<file path="config.mk">
export PLATFORM = sky130hd
export DESIGN_NAME = short_cycle_lockout_guard
export DESIGN_NICKNAME = d
export VERILOG_FILES = /design/src/hdl/scslg_pkg.sv /design/src/hdl/scslg_ram.sv /design/src/hdl/scslg_div.sv /design/src/hdl/short_cycle_lockout_guard.sv
export VERILOG_INCLUDE_DIRS = /design/src /design/src/hdl
export SDC_FILE = /design/constraint.sdc
export NUM_CORES = 1
export LEC_CHECK = 0
export ABC_AREA = 1
export ABC_CLOCK_PERIOD_IN_PS = 6000
export BUFFER_PORTS_ARGS = -buffer_cell sky130_fd_sc_hd__buf_2
export CORE_UTILIZATION = 45
export DETAILED_ROUTE_END_ITERATION = 6
export PLACE_DENSITY_LB_ADDON = 0.2
export SLEW_MARGIN = 10
export SYNTH_ARGS = -nofsm -noshare
export SYNTH_HDL_FRONTEND = slang
export SYNTH_SLANG_ARGS = --single-unit
</file>
<file path="constraint.sdc">
create_clock -name clk -period 6 [get_ports clk]
set_clock_uncertainty 0.05 [all_clocks]
set_input_delay 0 -clock clk [delete_from_list [all_inputs] [get_ports clk]]
set_output_delay 0 -clock clk [all_outputs]
set_load 0.05 [all_outputs]
</file>
<file path="src/hdl/short_cycle_lockout_guard_defines.svh">
// Assertion macros shared by the short-cycle lockout guard RTL.
`ifndef SHORT_CYCLE_LOCKOUT_GUARD_DEFINES_SVH
`define SHORT_CYCLE_LOCKOUT_GUARD_DEFINES_SVH

// Same-cycle implication, clocked on clk, off while rst_n is low.
`define SCSLG_ASSERT_NOW(label, ante, cons, msg) \
    label: assert property (@(posedge clk) disable iff (!rst_n) (ante) |-> (cons)) \
        else $error(msg);

// Next-cycle implication, clocked on clk, off while rst_n is low.
`define SCSLG_ASSERT_NEXT(label, ante, cons, msg) \
    label: assert property (@(posedge clk) disable iff (!rst_n) (ante) |=> (cons)) \
        else $error(msg);

`endif

</file>
<file path="src/hdl/scslg_pkg.sv">
// Shared types, widths and constants for the short-cycle lockout guard.
package scslg_pkg;

    // Default depth of the stop-time history
    localparam int STOP_HISTORY = 8;

    // Field widths
    localparam int TIME_W     = 32;
    localparam int TPM_W      = 16;
    localparam int MIN_W      = 10;
    localparam int LIM_W      = 4;
    localparam int LOCK_W     = 26;
    localparam int CFG_IDX_W  = 3;
    localparam int CFG_DATA_W = 16;
    localparam int DIV_CNT_W  = $clog2(TIME_W + 1);

    // Value an unwritten stop-time entry reads as
    localparam logic [TIME_W-1:0] STOP_RESET_VALUE = 32'h7FFF_FFFF;

    // Configuration register indexes
    localparam logic [CFG_IDX_W-1:0] CFG_TICKS_PER_MINUTE     = 3'd0;
    localparam logic [CFG_IDX_W-1:0] CFG_SMALL_WINDOW_MINUTES = 3'd1;
    localparam logic [CFG_IDX_W-1:0] CFG_LARGE_WINDOW_MINUTES = 3'd2;
    localparam logic [CFG_IDX_W-1:0] CFG_SMALL_COUNT_LIMIT    = 3'd3;
    localparam logic [CFG_IDX_W-1:0] CFG_LARGE_COUNT_LIMIT    = 3'd4;
    localparam logic [CFG_IDX_W-1:0] CFG_RECOVERY_MINUTES     = 3'd5;

    // Configuration reset values
    localparam logic [TPM_W-1:0] TPM_RESET        = 16'd60;
    localparam logic [MIN_W-1:0] SMALL_WIN_RESET  = 10'd10;
    localparam logic [MIN_W-1:0] LARGE_WIN_RESET  = 10'd60;
    localparam logic [LIM_W-1:0] SMALL_LIM_RESET  = 4'd2;
    localparam logic [LIM_W-1:0] LARGE_LIM_RESET  = 4'd4;
    localparam logic [MIN_W-1:0] RECOVERY_RESET   = 10'd15;

    // Sequencer states
    typedef enum logic [2:0] {
        ST_IDLE,
        ST_READ,
        ST_LOAD,
        ST_DIV,
        ST_WRITE,
        ST_DONE
    } state_t;

    // Divider request and response
    typedef struct packed {
        logic              start;
        logic [TIME_W-1:0] dividend;
        logic [TPM_W-1:0]  divisor;
    } div_req_t;

    typedef struct packed {
        logic              done;
        logic [TIME_W-1:0] quotient;
    } div_rsp_t;

endpackage

</file>
<file path="src/hdl/scslg_ram.sv">
// Generic single-port-write, single-port-read RAM with registered read data.
module scslg_ram #(
    parameter int WIDTH = 32,
    parameter int DEPTH = 8
) (
    input  logic                     clk,
    input  logic                     wr_en,
    input  logic [$clog2(DEPTH)-1:0] wr_addr,
    input  logic [WIDTH-1:0]         wr_data,
    input  logic                     rd_en,
    input  logic [$clog2(DEPTH)-1:0] rd_addr,
    output logic [WIDTH-1:0]         rd_data
);

    logic [WIDTH-1:0] mem [DEPTH];
    logic [WIDTH-1:0] rd_data_reg;

    // Write port and registered read port
    always_ff @(posedge clk)
    begin
        if (wr_en)
        begin
            mem[wr_addr] <= wr_data;
        end
        if (rd_en)
        begin
            rd_data_reg <= mem[rd_addr];
        end
    end

    assign rd_data = rd_data_reg;

endmodule

</file>
<file path="src/hdl/scslg_div.sv">
// Restoring divider, one quotient bit per cycle; divide by zero gives all ones.
module scslg_div (
    input  logic                clk,
    input  logic                rst_n,
    input  scslg_pkg::div_req_t req,
    output scslg_pkg::div_rsp_t rsp
);

    localparam int TW = scslg_pkg::TIME_W;
    localparam int DW = scslg_pkg::TPM_W;
    localparam int CW = scslg_pkg::DIV_CNT_W;

    logic [CW-1:0] count_reg, count_next;
    logic          done_reg, done_next;
    logic [DW-1:0] rem_reg, rem_next;
    logic [TW-1:0] quo_reg, quo_next;
    logic [DW-1:0] divisor_reg, divisor_next;

    logic [DW:0]   rem_shift;
    logic [DW:0]   trial;
    logic          fits;

    // One step: shift in the next dividend bit, subtract when it fits
    assign rem_shift = {rem_reg, quo_reg[TW-1]};
    assign trial     = rem_shift - {1'b0, divisor_reg};
    assign fits      = rem_shift >= {1'b0, divisor_reg};

    always_comb
    begin
        count_next   = count_reg;
        rem_next     = rem_reg;
        quo_next     = quo_reg;
        divisor_next = divisor_reg;
        done_next    = 1'b0;
        if (req.start)
        begin
            count_next   = CW'(TW);
            rem_next     = '0;
            quo_next     = req.dividend;
            divisor_next = req.divisor;
        end
        else if (count_reg != '0)
        begin
            count_next = count_reg - CW'(1);
            rem_next   = fits ? trial[DW-1:0] : rem_shift[DW-1:0];
            quo_next   = {quo_reg[TW-2:0], fits};
            done_next  = (count_reg == CW'(1));
        end
    end

    // Control
    always_ff @(posedge clk or negedge rst_n)
    begin
        if (!rst_n)
        begin
            count_reg <= '0;
            done_reg  <= 1'b0;
        end
        else
        begin
            count_reg <= count_next;
            done_reg  <= done_next;
        end
    end

    // Datapath
    always_ff @(posedge clk)
    begin
        rem_reg     <= rem_next;
        quo_reg     <= quo_next;
        divisor_reg <= divisor_next;
    end

    assign rsp.done     = done_reg;
    assign rsp.quotient = quo_reg;

endmodule

</file>
<file path="src/hdl/short_cycle_lockout_guard.sv">
// Short-cycle lockout guard: one control tick in, one lockout status beat out.
//
// demand channel: one beat per control tick carrying demand_on.
// result channel: one beat per tick with locked_out, tripped and
//   lockout_ticks_left as they stand after that tick.
// cfg port: write enable, index and data; take effect at the edge, write only
//   while no tick is in flight.
// Sequence: a tick with a running lockout or no on-to-off edge goes straight
//   to the done state, which loads its result into the output register. An
//   on-to-off edge walks every stop-time memory entry (one RAM read, a load
//   state and a bit-serial divide for the age in minutes), then writes back
//   the stop time and presents the result.
// One tick is in work at a time; the next tick can be taken once its result
//   is in the output register, even if the receiver has not taken it yet.
//   A stalled receiver holds the sequencer only when a second result is ready.
// Reset: configuration returns to its defaults, the tick counter, lockout and
//   remembered demand clear, and every stop-time entry reads as the reset
//   stamp through per-entry valid bits; no clearing pass is needed.
`include "short_cycle_lockout_guard_defines.svh"

module short_cycle_lockout_guard #(
    parameter int STOP_HISTORY = scslg_pkg::STOP_HISTORY
) (
    input  logic                             clk,
    input  logic                             rst_n,
    // demand channel
    input  logic                             demand_valid,
    output logic                             demand_ready,
    input  logic                             demand_on,
    // result channel
    output logic                             result_valid,
    input  logic                             result_ready,
    output logic                             locked_out,
    output logic                             tripped,
    output logic [scslg_pkg::LOCK_W-1:0]     lockout_ticks_left,
    // configuration
    input  logic                             cfg_write_en,
    input  logic [scslg_pkg::CFG_IDX_W-1:0]  cfg_index,
    input  logic [scslg_pkg::CFG_DATA_W-1:0] cfg_data
);

    localparam int TW    = scslg_pkg::TIME_W;
    localparam int MW    = scslg_pkg::MIN_W;
    localparam int LW    = scslg_pkg::LIM_W;
    localparam int KW    = scslg_pkg::LOCK_W;
    localparam int PW    = scslg_pkg::TPM_W;
    localparam int IDX_W = $clog2(STOP_HISTORY);
    localparam int CNT_W = $clog2(STOP_HISTORY + 1);

    // Configuration registers
    logic [PW-1:0] tpm_reg;
    logic [MW-1:0] small_win_reg;
    logic [MW-1:0] large_win_reg;
    logic [LW-1:0] small_lim_reg;
    logic [LW-1:0] large_lim_reg;
    logic [MW-1:0] recovery_reg;

    // Control state
    scslg_pkg::state_t  state_reg, state_next;
    logic [TW-1:0]           tick_reg;
    logic [KW-1:0]           lockout_reg;
    logic                    prev_on_reg;
    logic [STOP_HISTORY-1:0] valid_reg;
    logic                    result_valid_reg;

    // Per-tick working registers
    logic [IDX_W-1:0] idx_reg;
    logic [CNT_W-1:0] small_cnt_reg;
    logic [CNT_W-1:0] large_cnt_reg;
    logic [TW-1:0]    oldest_reg;
    logic [IDX_W-1:0] victim_reg;
    logic             trip_reg;
    logic             locked_out_reg;
    logic             tripped_reg;
    logic [KW-1:0]    left_reg;

    // Handshake and strobes
    logic accept;
    logic result_load;
    logic ram_rd_en;
    logic ram_wr_en;
    logic div_start;
    logic last_entry;

    logic [TW-1:0] ram_rd_data;
    logic [TW-1:0] stamp;
    logic          over_limit;
    logic [KW-1:0] load_ticks;

    scslg_pkg::div_req_t div_req;
    scslg_pkg::div_rsp_t div_rsp;

    // Stop-time history
    scslg_ram #(
        .WIDTH (TW),
        .DEPTH (STOP_HISTORY)
    ) u_stop_ram (
        .clk     (clk),
        .wr_en   (ram_wr_en),
        .wr_addr (victim_reg),
        .wr_data (tick_reg),
        .rd_en   (ram_rd_en),
        .rd_addr (idx_reg),
        .rd_data (ram_rd_data)
    );

    // Age in minutes
    scslg_div u_div (
        .clk   (clk),
        .rst_n (rst_n),
        .req   (div_req),
        .rsp   (div_rsp)
    );

    assign accept      = demand_valid && demand_ready;
    assign last_entry  = (idx_reg == IDX_W'(STOP_HISTORY - 1));
    assign stamp       = valid_reg[idx_reg] ? ram_rd_data : scslg_pkg::STOP_RESET_VALUE;

    assign div_req = '{start: div_start, dividend: tick_reg - stamp, divisor: tpm_reg};

    // Trip decision and lockout length
    assign over_limit = ({{LW{1'b0}}, small_cnt_reg} > {{CNT_W{1'b0}}, small_lim_reg}) ||
                        ({{LW{1'b0}}, large_cnt_reg} > {{CNT_W{1'b0}}, large_lim_reg});
    assign load_ticks = {{(KW-MW){1'b0}}, recovery_reg} * {{(KW-PW){1'b0}}, tpm_reg};

    // Next state
    always_comb
    begin
        state_next = state_reg;
        case (state_reg)
            scslg_pkg::ST_IDLE:
            begin
                if (accept)
                begin
                    if (lockout_reg == '0 && prev_on_reg && !demand_on)
                    begin
                        state_next = scslg_pkg::ST_READ;
                    end
                    else
                    begin
                        state_next = scslg_pkg::ST_DONE;
                    end
                end
            end
            scslg_pkg::ST_READ:  state_next = scslg_pkg::ST_LOAD;
            scslg_pkg::ST_LOAD:  state_next = scslg_pkg::ST_DIV;
            scslg_pkg::ST_DIV:
            begin
                if (div_rsp.done)
                begin
                    state_next = last_entry ? scslg_pkg::ST_WRITE : scslg_pkg::ST_READ;
                end
            end
            scslg_pkg::ST_WRITE: state_next = scslg_pkg::ST_DONE;
            scslg_pkg::ST_DONE:
            begin
                if (result_load)
                begin
                    state_next = scslg_pkg::ST_IDLE;
                end
            end
            default:             state_next = scslg_pkg::ST_IDLE;
        endcase
    end

    // State outputs
    always_comb
    begin
        demand_ready  = 1'b0;
        ram_rd_en     = 1'b0;
        ram_wr_en     = 1'b0;
        div_start     = 1'b0;
        result_load   = 1'b0;
        case (state_reg)
            scslg_pkg::ST_IDLE:  demand_ready  = 1'b1;
            scslg_pkg::ST_READ:  ram_rd_en     = 1'b1;
            scslg_pkg::ST_LOAD:  div_start     = 1'b1;
            scslg_pkg::ST_WRITE: ram_wr_en     = 1'b1;
            scslg_pkg::ST_DONE:  result_load   = !result_valid_reg || result_ready;
            default:             demand_ready  = 1'b0;
        endcase
    end

    // Control registers
    always_ff @(posedge clk or negedge rst_n)
    begin
        if (!rst_n)
        begin
            state_reg        <= scslg_pkg::ST_IDLE;
            tick_reg         <= '0;
            lockout_reg      <= '0;
            prev_on_reg      <= 1'b0;
            valid_reg        <= '0;
            result_valid_reg <= 1'b0;
            tpm_reg          <= scslg_pkg::TPM_RESET;
            small_win_reg    <= scslg_pkg::SMALL_WIN_RESET;
            large_win_reg    <= scslg_pkg::LARGE_WIN_RESET;
            small_lim_reg    <= scslg_pkg::SMALL_LIM_RESET;
            large_lim_reg    <= scslg_pkg::LARGE_LIM_RESET;
            recovery_reg     <= scslg_pkg::RECOVERY_RESET;
        end
        else
        begin
            state_reg <= state_next;

            // Tick counter, lockout countdown, remembered demand
            if (accept)
            begin
                tick_reg <= tick_reg + TW'(1);
                if (lockout_reg != '0)
                begin
                    lockout_reg <= lockout_reg - KW'(1);
                end
                else
                begin
                    prev_on_reg <= demand_on;
                end
            end

            // Write back the stop time and load a lockout on a trip
            if (ram_wr_en)
            begin
                valid_reg[victim_reg] <= 1'b1;
                if (over_limit)
                begin
                    lockout_reg <= load_ticks;
                end
            end

            // Output register valid
            if (result_load)
            begin
                result_valid_reg <= 1'b1;
            end
            else if (result_ready)
            begin
                result_valid_reg <= 1'b0;
            end

            // Configuration writes
            if (cfg_write_en)
            begin
                case (cfg_index)
                    scslg_pkg::CFG_TICKS_PER_MINUTE:     tpm_reg       <= cfg_data;
                    scslg_pkg::CFG_SMALL_WINDOW_MINUTES: small_win_reg <= cfg_data[MW-1:0];
                    scslg_pkg::CFG_LARGE_WINDOW_MINUTES: large_win_reg <= cfg_data[MW-1:0];
                    scslg_pkg::CFG_SMALL_COUNT_LIMIT:    small_lim_reg <= cfg_data[LW-1:0];
                    scslg_pkg::CFG_LARGE_COUNT_LIMIT:    large_lim_reg <= cfg_data[LW-1:0];
                    scslg_pkg::CFG_RECOVERY_MINUTES:     recovery_reg  <= cfg_data[MW-1:0];
                    default:                             tpm_reg       <= tpm_reg;
                endcase
            end
        end
    end

    // Scan datapath and output payload
    always_ff @(posedge clk)
    begin
        if (accept)
        begin
            idx_reg       <= '0;
            small_cnt_reg <= '0;
            large_cnt_reg <= '0;
            trip_reg      <= 1'b0;
        end

        // Fold one age into the window counts and the oldest-entry search
        if (state_reg == scslg_pkg::ST_DIV && div_rsp.done)
        begin
            if (div_rsp.quotient <= {{(TW-MW){1'b0}}, small_win_reg})
            begin
                small_cnt_reg <= small_cnt_reg + CNT_W'(1);
            end
            if (div_rsp.quotient <= {{(TW-MW){1'b0}}, large_win_reg})
            begin
                large_cnt_reg <= large_cnt_reg + CNT_W'(1);
            end
            if (idx_reg == '0 || div_rsp.quotient > oldest_reg)
            begin
                oldest_reg <= div_rsp.quotient;
                victim_reg <= idx_reg;
            end
            idx_reg <= idx_reg + IDX_W'(1);
        end

        if (ram_wr_en)
        begin
            trip_reg <= over_limit && (load_ticks != '0);
        end

        if (result_load)
        begin
            locked_out_reg <= (lockout_reg != '0);
            tripped_reg    <= trip_reg;
            left_reg       <= lockout_reg;
        end
    end

    assign result_valid       = result_valid_reg;
    assign locked_out         = locked_out_reg;
    assign tripped            = tripped_reg;
    assign lockout_ticks_left = left_reg;

    // Checks
    `SCSLG_ASSERT_NOW(a_trip_locks, result_valid && tripped, locked_out, "trip without lockout")
    `SCSLG_ASSERT_NOW(a_locked_matches, result_valid, locked_out == (lockout_ticks_left != '0), "bad locked_out")
    `SCSLG_ASSERT_NEXT(a_lockout_skips_scan, accept && lockout_reg != '0, state_reg == scslg_pkg::ST_DONE, "scan in lockout")
    `SCSLG_ASSERT_NOW(a_div_done_in_scan, div_rsp.done, state_reg == scslg_pkg::ST_DIV, "divider done outside scan")

endmodule

</file>
==> results.md, run 1 <==
- Run status: completed
- Fraction of power spent switching nets: 42.3%
- Detailed-route DRC error count: 0
- Type of element launching the critical path: register
- Summed instance area of the synthesized netlist: 0.0322 sq mm
- GR met2 Demand/Resource: 35.3%
- Setup repair after global routing missed its margin: no
- Most common flop cell mapped by yosys: edfxtp_1
- Maximum operating frequency: 176 MHz
- Final HPWL DP: 54,300 um
- Fraction of the cycle the final worst path needs: 94.7%
- H-tree depth: 2
- Layout area overhead: 11.5%
- Placement-stage worst setup slack: 0.237 ns
- Gr busiest metal: met2
- Per-cell via count in the routed design: 5.19
- Number of ports placed on the die boundary: 55
- Placeable core region: 0.0704 sq mm
- Seq cells post-synth: 559
- Buffers from clock root to sink, at most: 3
- Initial Util: 45.8%
- Die width: 270 um
- Mean routed wirelength per cell: 17.4 um
- Reg2reg path depth: 25
- Share of flip-flops with an asynchronous set or reset: 23.6%
- Max cap viols: 0
- Std cell rows: 97
- Worst endpoint required time: 6.30 ns
- Synthesized netlist net count: 3,825
- Element type at the critical path end: register
- Net switching power figure: 7.22 mW
- WP data arrival: 5.98 ns
- Placed Cells incl. Taps: 4,427
- Setup TNS Final: 0 ns
- Placer Congestion: 0.927
- Area contributors post-synth: edfxtp_1, dfrtp_1, nand2_1
- Largest net degree at the start of global routing: 95
- Sequential Power Share: 32.7%
- Summed area of non-filler cells in the final layout: 0.0359 sq mm
- Worst Path Max Fanout: 17
- Setup Crit Path Kind: register to register
- Register area share after synthesis: 49.4%
- Combinational power share: 45.4%
- Top cell type by total area after synthesis: edfxtp_1
- Die Outline Area: 0.0727 sq mm
- Tightest Pin Transition: 0.932 ns
- Library cell used as clock root buffer: clkbuf_16
- Register bank with the most flops: u_stop_ram.mem
- Non-Filler Instances: 4,569
- Cell-internal power: 9.85 mW
- TritonCTS clock tree: done
- Antenna diode instance count: 0
- LEAKAGE: 16.1 nW
- Nets@finish: 3,893
- Worst-case headroom to the max-slew limit: 37.9%
- Fraction of power consumed by the clock network: 21.9%
- Worst hold path class: input pin to register
- First-pass iteration count of the detailed router: 5
- Fin crit period: 5.68 ns
- Power per standard cell area: 475 mW/mm^2
- Peak supply drop: 0.320 mV
- Global routing usage on met1: 31.3%
- Area share of the largest cell type after synthesis: 37.6%
- Count of port buffers added during placement: 54
- Average instance area after synthesis: 9.18 sq um
- Count of distinct cell types in the synthesized netlist: 49
- Y dimension of the die: 270 um
- Clock-pin slew of the registers on the worst-case setup and hold paths: 0.06 ns
- Global-route wire length before repair: 127,000 um
- Number of clock sinks: 559
- Hold Crit Depth: 3
- Fin. Hold Viols: 0
- Number of warnings reported in the yosys synthesis log: 0
- Via count of the first global-routing pass: 22,800
- Number of endpoints failing setup at the final stage: 0
- Number of antenna violations at the first check in global routing: 0
- CTS buffer count: 59
- Final critical-path setup slack: 0.319 ns
- Global routing usage summed across all routing layers: 22.1%
- Met3 GRT Util: 3.50%
- Remaining number of nets flagged by the antenna check after routing: 0
- Post-Synthesis Cells: 3,511
- Count of flip-flops with a built-in enable after synthesis: 403
- Fraction of final layout cells with drive strength greater than 1: 7.36%
- Number of flip-flops under the largest register name: 256
- Routed WL: 79,500 um
- Count of vias placed by the detailed router: 23,700
- First DRT Iteration DRCs: 1,694
- Source-to-sink clock delay at the later pin of the worst-skew pair: 0.64 ns
- Final max-slew violation count: 0
- Post-DP Area: 0.0336 sq mm
- Overflow left after global routing: 0
==> cells in the final DEF, fill, tap and decap left out, types with 4 or more instances in the layout <==
master,count
clkinv_1,8
o21a_1,7
nand3b_1,18
clkbuf_16,59
mux2_2,7
inv_1,511
or2_2,16
xor2_1,45
nor2_2,7
dlygate4sd3_1,26
nor4_1,11
ha_1,177
dfxtp_1,24
o22ai_1,33
nor2_4,11
bufinv_16,8
clkinv_2,9
dfstp_2,13
nor3_1,25
nor2_1,422
nand2_2,5
o21ai_0,283
a31oi_1,36
a21oi_1,103
dfrtp_1,115
clkinvlp_4,7
buf_2,53
nand2_1,704
edfxtp_1,403
inv_2,8
a21o_1,9
buf_4,43
and2_1,4
o21bai_1,7
fa_1,112
clkbuf_1,15
xnor2_1,35
nand4_1,35
nand3_1,171
o211ai_1,9
==> repair_timing <==
action	CTS	global route
buffers inserted	0	4
endpoints found under the hold margin	188	0
gates resized for setup	0	6
hold buffers	27	0
setup endpoints to repair	0	1
==> power groups by stage <==
stage	sequential, mW	clock (mW)	combinational (mW)
6_report	5.58	3.74	7.75
5_1_grt	5.65	3.96	8.97
4_1_cts	5.58	3.81	7.80
3_5_place_dp	5.63	0	7.72
3_3_place_gp	5.64	0	7.67
2_1_floorplan	5.41	0	5.81
==> logic make-up (layout without fill, tap and decap cells) <==
kind of cell	count (synthesis)	after routing	synth area share, %
DFF	559	559	49.4
xor gates and xnor gates	80	80	2.18
muxes	7	7	0.245
buffers and inverters	638	756	7.46
adders and majority gates	289	289	13.8
and+or+nand+nor	1436	1436	18.5
AOI/OAI and AO/OA	502	502	8.43
==> layout make-up <==
class | count | area, sq um
sequential | 559 | 15900
timing repair buffer | 125 | 907
tap | 940 | 1180
clock buffer | 74 | 1530
multi-input combinational | 2314 | 14000
clock inverter | 37 | 448
fill | 6573 | 34500
inverter | 520 | 1950
==> critical path, stage by stage, from the launching register on <==
cell and delay (ns):
dfstp_4 0.73, nand2_1 0.10, fa_1 0.51, inv_1 0.06, fa_1 0.51, inv_1 0.05
fa_1 0.47, inv_1 0.05, fa_1 0.54, inv_1 0.06, fa_1 0.55, inv_1 0.05
ha_1 0.35, nand2_1 0.14, nor2_2 0.15, nand3_1 0.12, nand2_1 0.14, nand2_1 0.06
nand2_1 0.10, nand3_1 0.07, nor2_1 0.10, nand2_1 0.07, nor2_1 0.16, nand3_1 0.09
nor2_1 0.10, nor2_1 0.04
==> path summary, 6_finish.rpt <==
| check | start | to | slack, ns |
|---|---|---|---|
| min in group asynchronous | rst_n | large_win_reg[3]$_DFFE_PN1P_ | 0.49 |
| max in group asynchronous | rst_n | tick_reg[28]$_DFFE_PN0P_ | 4.77 |
| worst max register to register | recovery_reg[2]$_DFFE_PN1P_ | trip_reg$_SDFFCE_PN0P_ | 0.32 |
| worst max-delay path | recovery_reg[2]$_DFFE_PN1P_ | trip_reg$_SDFFCE_PN0P_ | 0.32 |
| worst min-delay path | cfg_data[12] | tpm_reg[12]$_DFFE_PN0P_ | 0.10 |
| worst min register to register | trip_reg$_SDFFCE_PN0P_ | tripped$_DFFE_PP_ | 0.41 |
==> Yosys cell counts, drive strengths merged, types with 45 or more instances <==
cell type and instances:
a21oi 104, clkbuf 103, dfrtp 116, edfxtp 403, fa 112, ha 177
inv 520, nand2 709, nand3 172, nor2 440, o21ai 286, xor2 45
==> stage by stage <==
step | util, % | hold WS, ns | total power, mW
global placement | 47.7 | -0.0392 | 13.3
CTS | 51.0 | 0.0455 | 17.2
finish | 51.0 | 0.101 | 17.1
detailed placement | 47.7 | -0.0356 | 13.4
floorplan | - | -0.346 | 11.2
global route | 51.0 | 0.0930 | 18.6
==> routing by layer <==
metal,up-vias,share of wire [%]
li1,11700,-
met1,11400,47
met2,572,46
met3,105,5.3
met4,0,2.2
met5,-,0
(Power assumes the default switching activity.)
==> run 2: changes to the inputs <==
--- a/config.mk
+++ b/config.mk
@@ -8,11 +8,13 @@
 export LEC_CHECK = 0
 export ABC_AREA = 1
 export ABC_CLOCK_PERIOD_IN_PS = 6000
-export BUFFER_PORTS_ARGS = -buffer_cell sky130_fd_sc_hd__buf_2
+export BUFFER_PORTS_ARGS = -buffer_cell sky130_fd_sc_hd__clkbuf_2
 export CORE_UTILIZATION = 45
 export DETAILED_ROUTE_END_ITERATION = 6
 export PLACE_DENSITY_LB_ADDON = 0.2
+export REMOVE_ABC_BUFFERS = 1
 export SLEW_MARGIN = 10
 export SYNTH_ARGS = -nofsm -noshare
 export SYNTH_HDL_FRONTEND = slang
+export SYNTH_HIERARCHICAL = 1
 export SYNTH_SLANG_ARGS = --single-unit
==> run 2 against run 1 <==
Effect of this change:
- synthesized cell count increased by 15%
- largest cell class unchanged
- highest routed layer unchanged
- area after synthesis increased by 6.7%
- critical path type unchanged
- worst setup slack improved by 0.12 ns
==> results.md, run 2 <==
- Run status: completed
- Per-cell via count in the routed design: 4.96 (-4.4%)
- H-tree depth: 2 (unchanged)
- Tightest Pin Transition: 1.18 ns (+0.250 ns)
- Global-route wire length before repair: 135,000 um (+6.2%)
- CTS buffer count: 60 (+1.7%)
- Cell types with the highest counts after synthesis: nand2_1, inv_1, edfxtp_1, nand3_1, nor2_1
- Cell type of the slowest stage on the worst timing path: dfrtp_1
- Number of instances resized during post-cts repair: 0 (unchanged)
- Share of flip-flops with an asynchronous set or reset: 23.6% (unchanged)
- Layout area overhead: 10.3%
- Count of port buffers added during placement: 54 (unchanged)
- First DRT Iteration DRCs: 1,665 (-1.7%)
- Number of antenna violations at the first check in global routing: 0 (unchanged)
- Number of hold buffers added after CTS: 28 (+3.7%)
- Global routing usage summed across all routing layers: 22.0% (-0.14 points)
- Post-Synthesis Cells: 4,030 (+15%)
- Cell-internal power: 10.0 mW (+1.9%)
- Detailed-route DRC error count: 0 (unchanged)
- Nets@finish: 4,398 (+13%)
- Number of clock sinks: 559 (unchanged)
- Remaining number of nets flagged by the antenna check after routing: 0 (unchanged)
- Fraction of final layout cells with drive strength greater than 1: 6.60% (-0.76 points)
- Initial Util: 45.8% (+0.080 points)
- Post-DP Area: 0.0355 sq mm (+5.7%)
- Max cap viols: 0 (unchanged)
- Fin crit period: 5.57 ns (-0.115 ns)
- Worst hold path class: input pin to register
- Routed WL: 83,100 um (+4.5%)
- Library cell used as clock root buffer: clkbuf_16
- Setup repair after global routing missed its margin: no
- Count of vias placed by the detailed router: 25,300 (+6.9%)
- Setup TNS Final: 0 ns (unchanged)
- Placeable core region: 0.0749 sq mm (+6.5%)
- Worst Path Max Fanout: 17 (unchanged)
- Peak supply drop: 0.271 mV (-15%)
- Std cell rows: 100 (+3.1%)
- Min Hold Slack: 0.116 ns (+0.0153 ns)
- Fraction of the cycle the final worst path needs: 92.8% (-1.9 points)
- Top cell type by total area after synthesis: edfxtp_1
- Element type at the critical path end: register
- TritonCTS clock tree: done
- Dominant cell by count in the synthesized netlist: nand2_1
- Maximum operating frequency: 180 MHz (+2.1%)
- Clock-pin slew of the registers on the worst-case setup and hold paths: 0.06 ns (about the same)
- Power per standard cell area: 468 mW/mm^2 (-1.5%)
- Area contributors post-synth: edfxtp_1, nand2_1, inv_1
- Fraction of power spent switching nets: 43.4% (+1.1 points)
- Die Outline Area: 0.0775 sq mm (+6.6%)
- Number of ports placed on the die boundary: 55 (unchanged)
- Fin. Hold Viols: 0 (unchanged)
- Count of flip-flops with a built-in enable after synthesis: 403 (unchanged)
- Fraction of power consumed by the clock network: 21.5% (-0.4 points)
- Area share of the largest cell type after synthesis: 35.2% (-2.3 points)
- Buffers from clock root to sink, at most: 3 (unchanged)
- Number of flip-flops under the largest register name: 256 (unchanged)
- Combinational power share: 46.8% (+1.4 points)
- Final HPWL DP: 56,700 um (+4.3%)
- Worst endpoint required time: 6.36 ns (+0.06 ns)
- Highest-count cells in the layout ignoring fill and taps: nand2_1, inv_1, edfxtp_1, nand3_1, nor2_1
- Largest stage delay on the critical path: 0.70 ns (-0.03 ns)
- Most common flop cell mapped by yosys: edfxtp_1
- Via count of the first global-routing pass: 24,500 (+7.2%)
- Largest net degree at the start of global routing: 81 (-15%)
- LEAKAGE: 19.0 nW (+18%)
- WP data arrival: 5.93 ns (-0.05 ns)
- Average instance area after synthesis: 8.53 sq um (-7.1%)
- Count of distinct cell types in the synthesized netlist: 60 (+22%)
- Post CTS Setup Buffer Count: 0 (unchanged)
- Most common library cell in the layout ignoring fill and taps: nand2_1
- Sequential Power Share: 31.7% (-1.0 points)
- Cell occurring most often along the worst timing path: nand2_1
- Register bank with the most flops: u_stop_ram/mem
- Setup Crit Path Kind: register to register
- Type of element launching the critical path: register
- Seq cells post-synth: 559 (unchanged)
- Source-to-sink clock delay at the later pin of the worst-skew pair: 0.67 ns (+0.03 ns)
- Summed area of non-filler cells in the final layout: 0.0379 sq mm (+5.4%)
- Sequence of cells on the critical path: nand2_1 -> fa_1 -> fa_1 -> inv_1 -> fa_1 -> fa_1 -> inv_1 -> fa_1 -> inv_1 -> ha_1 -> nand2_1 -> nor2_1 -> nand2_1 -> o21bai_1 -> nand2_1 -> nand2_1 -> nand2_1 -> nand3_1 -> nor2_1 -> nand3_1 -> nor2_1 -> nor2_1
- Y dimension of the die: 278 um (+3.2%)
- Register area share after synthesis: 46.3% (-3.1 points)
- Die width: 278 um (+3.2%)
- Overall power after layout: 17.7 mW (+3.8%)
- Placer Congestion: 0.917 (-1.1%)
- Number of endpoints failing setup at the final stage: 0 (unchanged)
- Overflow left after global routing: 0 (unchanged)
- Summed instance area of the synthesized netlist: 0.0344 sq mm (+6.7%)
- Net switching power figure: 7.69 mW (+6.6%)
- Number of warnings reported in the yosys synthesis log: 6 (+6)
- Final max-slew violation count: 0 (unchanged)
- First-pass iteration count of the detailed router: 5 (unchanged)
- Mean routed wirelength per cell: 16.3 um (-6.5%)
- Worst-case headroom to the max-slew limit: 21.0% (-17 points)
[run 2: area by class of cell]
type	instances	area, sq um
Sequential cell	559	15900
Multi-Input combinational cell	2530	14800
Timing Repair Buffer	113	807
Fill cell	7089	37100
Antenna cell	1	2.50
Inverter	820	3080
Tap cell	969	1210
Clock buffer	84	1670
Clock inverter	30	388
[run 2: critical path: cells and delay by family (launching register included)]
| family | cells | cell delay [ns] |
|---|---|---|
| DFF | 1 | 0.70 |
| and+or+nand+nor | 12 | 1.21 |
| AOI/OAI and AO/OA | 1 | 0.18 |
| adders and majority gates | 6 | 3.04 |
| buffers and inverters | 3 | 0.16 |
[run 2: path summary, 6_finish.rpt]
kind | start | endpoint | slack [ns] | cells past startpoint
worst max-delay path | recovery_reg[8]$_DFFE_PN0P_ | trip_reg$_SDFFCE_PN0P_ | 0.43 | 22
worst min-delay path | cfg_data[13] | tpm_reg[13]$_DFFE_PN0P_ | 0.12 | 3
worst max register to register | recovery_reg[8]$_DFFE_PN0P_ | trip_reg$_SDFFCE_PN0P_ | 0.43 | 22
worst min register to register | trip_reg$_SDFFCE_PN0P_ | tripped$_DFFE_PP_ | 0.39 | 0
max in group asynchronous | rst_n | lockout_reg[13]$_DFF_PN0_ | 4.42 | 4
min in group asynchronous | rst_n | large_win_reg[5]$_DFFE_PN1P_ | 0.53 | 3
[run 2: logic make-up after synthesis]
kind of cell	share of synthesized area, %
AOI/OAI and AO/OA	4.47
adders and majority gates	13.0
xor gates and xnor gates	2.37
DFF	46.3
and+or+nand+nor	22.9
muxes	0.197
buffers and inverters	10.8
[run 2: through the flow]
step	util (%)	setup WS, ns	cells
final	50.6	0.434	5106
after detailed placement	47.4	0.397	4963
after global placement	47.4	0.389	4963
after floorplan	-	0.267	3909
after global routing	50.5	0.0491	5105
after CTS	50.5	0.428	5105
[run 2: layer usage]
| layer | wire [um] | GRT usage [%] |
|---|---|---|
| met3 | 4550 | 2.82 |
| met5 | 0 | 0 |
| met2 | 36200 | 33.8 |
| met1 | 40900 | 33.0 |
| met4 | 1450 | 4.82 |
[run 2: power groups by stage]
stage | Sequential (mW) | Clock, mW | Combinational [mW]
CTS | 5.62 | 3.90 | 8.34
global placement | 5.69 | 0 | 8.17
finish | 5.62 | 3.81 | 8.29
detailed placement | 5.69 | 0 | 8.23
floorplan | 5.57 | 0 | 6.01
global route | 5.70 | 4.05 | 9.58
